File: src/design/checked_integer_power_macros.svh
// Assertion macros shared by the checked integer power design.
`ifndef CHECKED_INTEGER_POWER_MACROS_SVH
`define CHECKED_INTEGER_POWER_MACROS_SVH

// Property that must hold in the same cycle as its trigger.
`define CIP_ASSERT_SAME(label, trig, prop) \
	label: assert property (@(posedge clk) disable iff (!arst_n) (trig) |-> (prop)) \
		else $error("checked_integer_power: same-cycle check failed");

// Property that must hold in the cycle after its trigger.
`define CIP_ASSERT_NEXT(label, trig, prop) \
	label: assert property (@(posedge clk) disable iff (!arst_n) (trig) |=> (prop)) \
		else $error("checked_integer_power: next-cycle check failed");

`endif

File: src/design/cip_pkg.sv
// Package with widths and shared types of the checked integer power block.
package cip_pkg;

	// Default operand widths.
	localparam int CIP_VALUE_WIDTH    = 64;
	localparam int CIP_EXPONENT_WIDTH = 32;

	// Status returned by the shared multiplier.
	typedef struct packed {
		logic done;
		logic ovf;
	} cip_mul_rsp_t;

endpackage

File: src/design/cip_mul.sv
// Shared multiplier that forms a full product from four half-width partial products.
module cip_mul import cip_pkg::*; #(
	parameter int VALUE_WIDTH = CIP_VALUE_WIDTH
) (
	input  logic                   clk,
	input  logic                   arst_n,
	input  logic                   start,
	input  logic [VALUE_WIDTH-1:0] a,
	input  logic [VALUE_WIDTH-1:0] b,
	output cip_mul_rsp_t           rsp,
	output logic [VALUE_WIDTH-1:0] prod
);

	localparam int HALF = (VALUE_WIDTH + 1) / 2;
	localparam int PW   = 2 * HALF;
	localparam int SW   = 2 * VALUE_WIDTH;

	localparam logic [2:0] STEP_LAST = 3'd4;

	logic                   busy_q;
	logic                   done_q;
	logic [2:0]             stp_q;
	logic [VALUE_WIDTH-1:0] a_q;
	logic [VALUE_WIDTH-1:0] b_q;
	logic [PW-1:0]          pp_q;
	logic [SW-1:0]          sum_q;

	logic [HALF-1:0] a_lo;
	logic [HALF-1:0] a_hi;
	logic [HALF-1:0] b_lo;
	logic [HALF-1:0] b_hi;
	logic [HALF-1:0] op_x;
	logic [HALF-1:0] op_y;
	logic [PW-1:0]   pp_next;
	logic [SW-1:0]   pp_ext;
	logic [SW-1:0]   pp_shifted;

	// Split the operands into halves and pick the pair for this step.
	assign a_lo = a_q[HALF-1:0];
	assign b_lo = b_q[HALF-1:0];
	assign a_hi = HALF'(a_q >> HALF);
	assign b_hi = HALF'(b_q >> HALF);
	assign op_x = stp_q[1] ? a_hi : a_lo;
	assign op_y = stp_q[0] ? b_hi : b_lo;
	assign pp_next = PW'(op_x) * PW'(op_y);

	// Align the partial product registered in the previous step.
	assign pp_ext = SW'(pp_q);
	always_comb begin
		case (stp_q)
			3'd1:    pp_shifted = pp_ext;
			3'd2:    pp_shifted = pp_ext << HALF;
			3'd3:    pp_shifted = pp_ext << HALF;
			3'd4:    pp_shifted = pp_ext << PW;
			default: pp_shifted = '0;
		endcase
	end

	// Step sequencer of the multiplier.
	always_ff @(posedge clk or negedge arst_n) begin
		if (!arst_n) begin
			busy_q <= 1'b0;
			done_q <= 1'b0;
			stp_q  <= '0;
		end else begin
			done_q <= 1'b0;
			if (start) begin
				busy_q <= 1'b1;
				stp_q  <= '0;
			end else if (busy_q) begin
				if (stp_q == STEP_LAST) begin
					busy_q <= 1'b0;
					done_q <= 1'b1;
				end else begin
					stp_q <= stp_q + 3'd1;
				end
			end
		end
	end

	// Operand, partial product and running sum registers.
	always_ff @(posedge clk) begin
		if (start) begin
			a_q   <= a;
			b_q   <= b;
			sum_q <= '0;
		end else if (busy_q) begin
			pp_q  <= pp_next;
			sum_q <= sum_q + pp_shifted;
		end
	end

	// The product overflows when any bit above the low half is set.
	assign prod     = sum_q[VALUE_WIDTH-1:0];
	assign rsp.done = done_q;
	assign rsp.ovf  = |sum_q[SW-1:VALUE_WIDTH];

endmodule

File: src/design/checked_integer_power.sv
// Top level of the checked integer power block: sequencer around one shared multiplier.
// Raises base to exponent by right-to-left square-and-multiply and flags overflow when any
// needed product passes VALUE_WIDTH bits (power is then 0). Exponent 0 gives 1. One request
// is worked on at a time: req_stall is high from acceptance until the result is written to
// the output register, which holds it while res_stall is high, so a new request can be taken
// while the previous result still waits. Each multiplication runs on the shared unit as four
// half-width partial products with one registered add behind each. The next request can be
// accepted in the cycle after the result is loaded. Overflow ends the work early.
`include "checked_integer_power_macros.svh"

module checked_integer_power import cip_pkg::*; #(
	parameter int VALUE_WIDTH    = CIP_VALUE_WIDTH,
	parameter int EXPONENT_WIDTH = CIP_EXPONENT_WIDTH
) (
	input  logic                      clk,
	input  logic                      arst_n,
	input  logic                      req_valid,
	output logic                      req_stall,
	input  logic [VALUE_WIDTH-1:0]    base,
	input  logic [EXPONENT_WIDTH-1:0] exponent,
	output logic                      res_valid,
	input  logic                      res_stall,
	output logic [VALUE_WIDTH-1:0]    power,
	output logic                      overflow
);

	typedef enum logic [2:0] {
		IDLE,
		CHECK,
		MUL_WAIT,
		SHIFT,
		SQR_WAIT,
		FINISH
	} state_t;

	state_t                    state_q;
	logic [VALUE_WIDTH-1:0]    acc_q;
	logic [VALUE_WIDTH-1:0]    fac_q;
	logic [EXPONENT_WIDTH-1:0] exp_q;
	logic                      ovf_q;
	logic                      res_valid_q;
	logic [VALUE_WIDTH-1:0]    power_q;
	logic                      overflow_q;

	logic                      req_take;
	logic                      exp_more;
	logic                      mul_start;
	logic [VALUE_WIDTH-1:0]    mul_a;
	cip_mul_rsp_t              mul_rsp;
	logic [VALUE_WIDTH-1:0]    mul_prod;

	// Request handshake and multiplier launch conditions.
	assign req_stall = (state_q != IDLE);
	assign req_take  = req_valid && !req_stall;
	assign exp_more  = (exp_q >> 1) != '0;
	assign mul_start = ((state_q == CHECK) && exp_q[0]) || ((state_q == SHIFT) && exp_more);
	assign mul_a     = (state_q == SHIFT) ? fac_q : acc_q;

	cip_mul #(
		.VALUE_WIDTH(VALUE_WIDTH)
	) u_mul (
		.clk   (clk),
		.arst_n(arst_n),
		.start (mul_start),
		.a     (mul_a),
		.b     (fac_q),
		.rsp   (mul_rsp),
		.prod  (mul_prod)
	);

	// Sequencer with the working registers and the output register.
	always_ff @(posedge clk or negedge arst_n) begin
		if (!arst_n) begin
			state_q     <= IDLE;
			ovf_q       <= 1'b0;
			res_valid_q <= 1'b0;
			acc_q       <= '0;
			fac_q       <= '0;
			exp_q       <= '0;
			power_q     <= '0;
			overflow_q  <= 1'b0;
		end else begin
			// A result taken outside the finish step leaves the output register empty.
			if (res_valid_q && !res_stall && (state_q != FINISH)) begin
				res_valid_q <= 1'b0;
			end
			case (state_q)
				IDLE: begin
					if (req_take) begin
						fac_q   <= base;
						exp_q   <= exponent;
						acc_q   <= VALUE_WIDTH'(1);
						ovf_q   <= 1'b0;
						state_q <= CHECK;
					end
				end
				CHECK: begin
					if (exp_q == '0) begin
						state_q <= FINISH;
					end else if (exp_q[0]) begin
						state_q <= MUL_WAIT;
					end else begin
						state_q <= SHIFT;
					end
				end
				MUL_WAIT: begin
					if (mul_rsp.done) begin
						if (mul_rsp.ovf) begin
							ovf_q   <= 1'b1;
							state_q <= FINISH;
						end else begin
							acc_q   <= mul_prod;
							state_q <= SHIFT;
						end
					end
				end
				SHIFT: begin
					exp_q <= exp_q >> 1;
					if (exp_more) begin
						state_q <= SQR_WAIT;
					end else begin
						state_q <= FINISH;
					end
				end
				SQR_WAIT: begin
					if (mul_rsp.done) begin
						if (mul_rsp.ovf) begin
							ovf_q   <= 1'b1;
							state_q <= FINISH;
						end else begin
							fac_q   <= mul_prod;
							state_q <= CHECK;
						end
					end
				end
				FINISH: begin
					if (!res_valid_q || !res_stall) begin
						power_q     <= ovf_q ? '0 : acc_q;
						overflow_q  <= ovf_q;
						res_valid_q <= 1'b1;
						state_q     <= IDLE;
					end
				end
				default: begin
					state_q <= IDLE;
				end
			endcase
		end
	end

	assign res_valid = res_valid_q;
	assign power     = power_q;
	assign overflow  = overflow_q;

	// An overflow result always carries a zero power.
	`CIP_ASSERT_SAME(a_ovf_zero, res_valid && overflow, power == '0)
	// An accepted request starts with an exponent check.
	`CIP_ASSERT_NEXT(a_req_check, req_take, state_q == CHECK)
	// The multiplier only reports back while the sequencer waits for it.
	`CIP_ASSERT_SAME(a_mul_wait, mul_rsp.done, state_q == MUL_WAIT || state_q == SQR_WAIT)
	// Each shift step moves the exponent down by one bit.
	`CIP_ASSERT_NEXT(a_exp_shift, state_q == SHIFT, exp_q == ($past(exp_q) >> 1))

endmodule
File: config.mk
export PLATFORM = sky130hd
export DESIGN_NAME = checked_integer_power
export DESIGN_NICKNAME = d
export VERILOG_FILES = /design/src/design/cip_pkg.sv /design/src/design/cip_mul.sv /design/src/design/checked_integer_power.sv
export VERILOG_INCLUDE_DIRS = /design/src /design/src/design
export SDC_FILE = /design/constraint.sdc
export NUM_CORES = 2
export LEC_CHECK = 0
export BUFFER_PORTS_ARGS = -buffer_cell sky130_fd_sc_hd__buf_2
export CORE_ASPECT_RATIO = 1.4
export CORE_MARGIN = 4
export CORE_UTILIZATION = 25
export DETAILED_ROUTE_END_ITERATION = 8
export HOLD_SLACK_MARGIN = 0.1
export PLACE_DENSITY = 0.37
export SLEW_MARGIN = 10
export SYNTH_ARGS = -nofsm -noshare
export SYNTH_HDL_FRONTEND = slang
export SYNTH_SLANG_ARGS = --single-unit
File: constraint.sdc
create_clock -name clk -period 8.95 [get_ports clk]
set_clock_uncertainty 0.2 [all_clocks]
set_input_delay 0.4475 -clock clk [delete_from_list [all_inputs] [get_ports clk]]
set_output_delay 0.4475 -clock clk [all_outputs]
set_load 0.01 [all_outputs]
# After elaboration in Yosys (flattened, before gate mapping)
# Index checks and enable logic that the tools add are counted.
[op_classes]
add_sub_neg = 2
multipliers = 1
eq_ne = 19
n_mux = 39
bitwise = 1
reduce_logical = 30
[ops]
columns = ["cell", "count"]
rows = [
  ["two-way mux 64 bit", 6],
  ["one-hot mux 128 bit (3 select lines)", 1],
  ["one-hot mux 64 bit (2 select lines)", 2],
  ["adder 128 bit", 1],
  ["two-way mux 32 bit", 3],
  ["multiplier 32 x 32 -> 64 bit", 1],
  ["one-hot mux 32 bit (2 select lines)", 1],
  ["OR reduction 64 bit", 1],
  ["logical NOT 32 bit", 1],
  ["nonzero test 32 bit", 1],
  ["two-way mux 3 bit", 10],
  ["one-hot mux 3 bit (6 select lines)", 1],
  ["AND reduction 4 bit", 4],
  ["two-way mux 1 bit", 14],
  ["== test 3 x 2 -> 1 bit, second input constant", 4],
  ["!= test 2 bit, second input constant", 5],
  ["nonzero test 2 bit", 5],
  ["== test 3 bit, second input constant", 3],
  ["!= test 2 x 1 -> 1 bit, second input constant", 4],
  ["AND reduction 2 bit", 4],
  ["== test 3 x 1 -> 1 bit, second input constant", 2],
  ["logical AND 1 bit", 5],
  ["OR reduction 2 bit", 2],
  ["adder 3 x 1 -> 3 bit, second input constant", 1],
  ["other kinds (7)", 10],
]
[totals]
reg_bits = 555
input_bits = 100
out_inout_bits = 67
wordCells = 107

# Longest topological paths before layout
[depth]
depth_word = 6
ltp_mapped = 36
ltp_nobuf = 31

# By module
# From an unflattened synthesis, not the netlist that was laid out.
[unflattened]
cells_unflattened = 7058
area_unflattened_um2 = 64131.5
[by_module_without_submodules]
columns = ["mod", "instances", "cells_each", "area_per_inst_um2", "seq_area_each_um2"]
rows = [
  ["cip_mul", 1, 5947, 53181.0, 8453.1],
  ["checked_integer_power", 1, 1111, 10950.5, 5755.5],
]

# Worst setup path before layout
# Ideal clock, no wire load.
[synth_path]
path_kind = "register -> register"
start = "register u_mul.stp_q[1]"
end = "register u_mul.pp_q[62], data pin"
setup_time_ns = 0.258
t_arrival_ns = 8.511
required_ns = 8.492
slack_ns = -0.018
path_stages_with_launch = 32
path_buffers = 5
synth_period_minus_slack_ns = 8.968
cell_sequence = "dfrtp_1 > clkbuf_1 > clkbuf_1 > buf_1 > mux2i_1 > clkbuf_1 > nor2_1 > fa_1 > fa_1 > inv_1 > fa_1 > inv_1 > fa_1 > inv_1 > fa_1 > inv_1 > fa_1 > fa_1 > inv_1 > fa_1 > inv_1 > ha_1 > clkbuf_1 > nand4_1 > or3_1 > o21a_1 > o31ai_4 > a21oi_2 > o21ai_2 > a31oi_1 > o31a_1 > xnor2_1"
[synth_between]
elab_chain_cells = 2
[synth_lines]
columns = ["item", "line_no", "text"]
rows = [
  ["from (decl)", "cip_mul.sv:22", "logic [2:0] stp_q;"],
  ["from (signal assigned)", "cip_mul.sv:75", "stp_q <= stp_q + 3'd1;"],
  ["two-way mux 32 bit", "cip_mul.sv:43", "assign op_x = stp_q[1] ? a_hi : a_lo;"],
  ["multiplier 32 x 32 -> 64 bit", "cip_mul.sv:45", "assign pp_next = PW'(op_x) * PW'(op_y);"],
  ["net u_mul.pp_next[62]", "cip_mul.sv:34", "logic [PW-1:0] pp_next;"],
  ["to (signal assigned)", "cip_mul.sv:88", "pp_q <= pp_next;"],
  ["to (decl)", "cip_mul.sv:25", "logic [PW-1:0] pp_q;"],
]
# The timed path passes the listed nets, and every way through them passes these cells.
# A chain may end at the register's enable or synchronous reset.

# Worst setup path after layout
[layout_path]
start = "register u_mul.stp_q[0]"
end = "register u_mul.pp_q[56], data pin"
[layout_between]
elab_chain_cells = 2
[layout_lines]
columns = ["item", "line_no", "text"]
rows = [
  ["two-way mux 32 bit", "cip_mul.sv:44", "assign op_y = stp_q[0] ? b_hi : b_lo;"],
  ["multiplier 32 x 32 -> 64 bit", "cip_mul.sv:45", ""],
  ["net u_mul.pp_next[56]", "cip_mul.sv:34", ""],
]
# The timed path passes the listed nets, and every way through them passes these cells.

==> reports/results.ini <==
[final_layout]
ff_latch_area_sq_um=14200
fin_nets=8791
fill_cells=26900
final_area_sq_um=74900
drive_above_1_share=0.135
final_cell_count_no_fill=10800
multi_input_area_sq_um=44900
area_growth_pct=17.8

[yosys]
avgSynthCellArea_sq_um=9.08
synth_simple_gate_area_frac=0.161
synth_seq_cells=555
synth_edf_count=192
async_flop_share=0.423
syn-num-nets=8397
synth_seq_area_share=0.223
synth_cells=7005
synth-compound-area-share=0.0978
synth_top_family_by_area=adder cells
synth_mux_area_frac=0.0546
synth.distinct_cells=102
yosys_warnings=0
yosys_most_used_dff=dfrtp_1
synth_area_sq_um=63600
synth_xor_area_frac=0.0234
synthAdderAreaFrac=0.360

[drt]
drt-initial-drc-count=3458
drc=0
viasPerCell=4.80
vias=51600
wire_per_inst_um=26.5
final_antenna_net_count=0
first_pass_iters=6
finalWirelength_mm=285

[global_route]
grt_usage=0.216
grt_max_degree=114
grt_pass1_vias=55100
antenna_found_initial=13
overflow=0
grt_pass1_wl_mm=408

[timing]
setup_violations=0
relSlewSlack=0.114
tightest_slew_ps=1310
drv_slew=0
final.period_utilization=0.971
fin_crit_ps=8690
finalWorstSetupSlack_ps=257
hold_viol=0
fmax_mhz=115
whs_ps=148

[power]
peakVddDrop_mv=0.131
leakagePower_nw=35.7
p_total_w=0.00556
p_per_area_nw_per_um2=74.3

[placed_design]
pre_cts_slack_ps=-131
dp_cells=10500
place_area_sq_um=71200
portBuffers=166
hpwl_mm=238
gp_congestion=0.941

[critical_path]
slowest_stage=fa_1
startpoint_type=flop
path_class=flop to flop
r2r_cells=33
cp-startpoint=u_mul.stp_q[0]$_DFFE_PN0P_
slowest_delay_ps=580
r2r-end=u_mul.pp_q[56]$_DFFE_PP_
crit_end=u_mul.pp_q[56]$_DFFE_PP_
r2r_slack_ps=260
crit_fanout=13
arrival_ps=8870
crit_path_frequent_cell=fa_1
required_ps=9130
critPathCaptureType=flop
r2r-start=u_mul.stp_q[0]$_DFFE_PN0P_

[die]
core_area_sq_um=253000
die_h_um=605
die-area_sq_um=263000
io_pins=167
rows=218
initial_core_util=0.252
die_x_um=434

[min_path]
min_path_type=input pin to async pin

[cts]
clkSlewWorstSetupHoldPaths_ps=70
cts_tree=built
cts_made_buffers=66
clock_sinks=555
clk_latency_ps=670
ctsHtreeMaxLevel=3
root_buffer=clkbuf_16
cts.path.max_buffers=3

[status]
outcome=finished clean

[run]
drv_cap=0

==> sequential cells by signal, summed over array words and instances, names as in the netlist, 3 cells and up <==
register     cells
fac_q           64
u_mul.b_q       64
power           64
u_mul.stp_q      3
state_q          3
acc_q           64
u_mul.pp_q      64
u_mul.sum_q    128
u_mul.a_q       64
exp_q           32
==> how the worst min path moves through the flow <==
stage                               start                    end  slack, ps  depth (start not counted)
detailed placement  power[63]$_DFFE_PN0P_  power[63]$_DFFE_PN0P_        250                          2
finish                             arst_n  exp_q[13]$_DFFE_PN0P_        150                          2
CTS                              base[22]  fac_q[22]$_DFFE_PN0P_        100                          3
floorplan                          arst_n   acc_q[0]$_DFFE_PN0P_        -50                          0
global placement    power[42]$_DFFE_PN0P_  power[42]$_DFFE_PN0P_        250                          2
global route                     base[27]  fac_q[27]$_DFFE_PN0P_        140                          3
==> stage by stage <==
stage	setup TNS, ps	util
after CTS	0	0.295
after detailed placement	-798	0.282
after global routing	-96.4	0.297
after global placement	-393	0.282
after floorplan	0	-
final	0	0.297
==> cells in the final DEF, fill, tap and decap left out, types with 61 or more instances in the layout <==
cell type | Yosys | layout
nand2_1 | 956 | 955
inv_1 | 925 | 923
nor2_1 | 906 | 900
fa_1 | 897 | 891
ha_1 | 395 | 391
buf_4 | 1 | 390
a21oi_1 | 259 | 252
dfrtp_1 | 235 | 231
edfxtp_1 | 192 | 192
o21ai_0 | 195 | 188
buf_2 | 25 | 165
mux2i_1 | 202 | 146
a21o_1 | 134 | 133
dfxtp_1 | 128 | 128
mux2_2 | 118 | 115
nand3_1 | 112 | 111
xnor2_1 | 109 | 109
dlygate4sd3_1 | 0 | 95
nand4_1 | 85 | 85
clkbuf_16 | 0 | 69
nand3b_1 | 68 | 68
a22o_1 | 64 | 64
xor2_1 | 61 | 61
==> cell usage after synthesis, drive strengths merged, types with 68 or more instances <==
| master | count | share of area |
|---|---|---|
| nand3 | 113 | 0.0090 |
| nand2 | 957 | 0.057 |
| a21oi | 265 | 0.021 |
| xnor2 | 109 | 0.015 |
| ha | 395 | 0.078 |
| mux2 | 129 | 0.023 |
| clkbuf | 344 | 0.020 |
| edfxtp | 192 | 0.091 |
| dfrtp | 235 | 0.092 |
| fa | 897 | 0.28 |
| o21ai | 217 | 0.018 |
| dfxtp | 128 | 0.040 |
| nand4 | 85 | 0.0084 |
| nand3b | 68 | 0.0080 |
| nor2 | 907 | 0.054 |
| inv | 926 | 0.055 |
| mux2i | 202 | 0.032 |
| a21o | 134 | 0.016 |
==> cell type report <==
type,count,share of cell area
inverters,927,0.0465
flip-flops and latches,555,0.190
diodes,8,0.000267
well taps,3300,0.0551
multi-input cells,5125,0.600
clock inverters,38,0.00551
repair buffers,724,0.0794
clock buffers,84,0.0238
==> worst max-delay path: cells and delay by family (launching register included) <==
kind,cells,cell delay (ps)
adder cells (fa/ha/maj),9,4330
buffers and inverters,12,1420
AO/OA/AOI/OAI,8,1370
flip-flops,1,570
multiplexers,1,300
AND/OR/NAND/NOR,2,120
XOR/XNOR,1,90
==> report_power, final <==
| group | leakage [nW] | switching, W | total (W) | internal [W] |
|---|---|---|---|---|
| Combinational | 28.9 | 0.0000708 | 0.000125 | 0.0000540 |
| Sequential | 5.75 | 0.0000153 | 0.00264 | 0.00262 |
| Clock | 1.06 | 0.00127 | 0.00280 | 0.00153 |
| Total | 35.7 | 0.00135 | 0.00556 | 0.00421 |
==> kinds of logic (layout without fill, tap and decap cells) <==
| logic type | count (synthesis) | count (layout) |
|---|---|---|
| simple gates | 2387 | 2387 |
| buf+inv | 1325 | 1773 |
| fa+ha+maj | 1292 | 1292 |
| compound gates | 945 | 945 |
| flops | 555 | 555 |
| mux | 331 | 331 |
| xor+xnor | 170 | 170 |
| other cells | 0 | 8 |
==> routing by layer <==
layer	wire length [um]	up-vias	track usage	share of wire
li1	-	23500	-	-
met1	117000	26500	0.269	0.41
met2	141000	1290	0.379	0.50
met3	9920	396	0.0145	0.035
met4	17500	2	0.103	0.061
met5	10	-	0	0.000035
==> timing repair <==
action                                 in CTS  in global routing
setup endpoints to repair                   9                 18
setup buffers                               0                 16
pin swaps                                   0                 23
resized for setup                          10                 86
endpoints found under the hold margin     169                  0
gates cloned                                0                  2
hold buffers                               95                  0
Power figures use the tool's default switching activity.
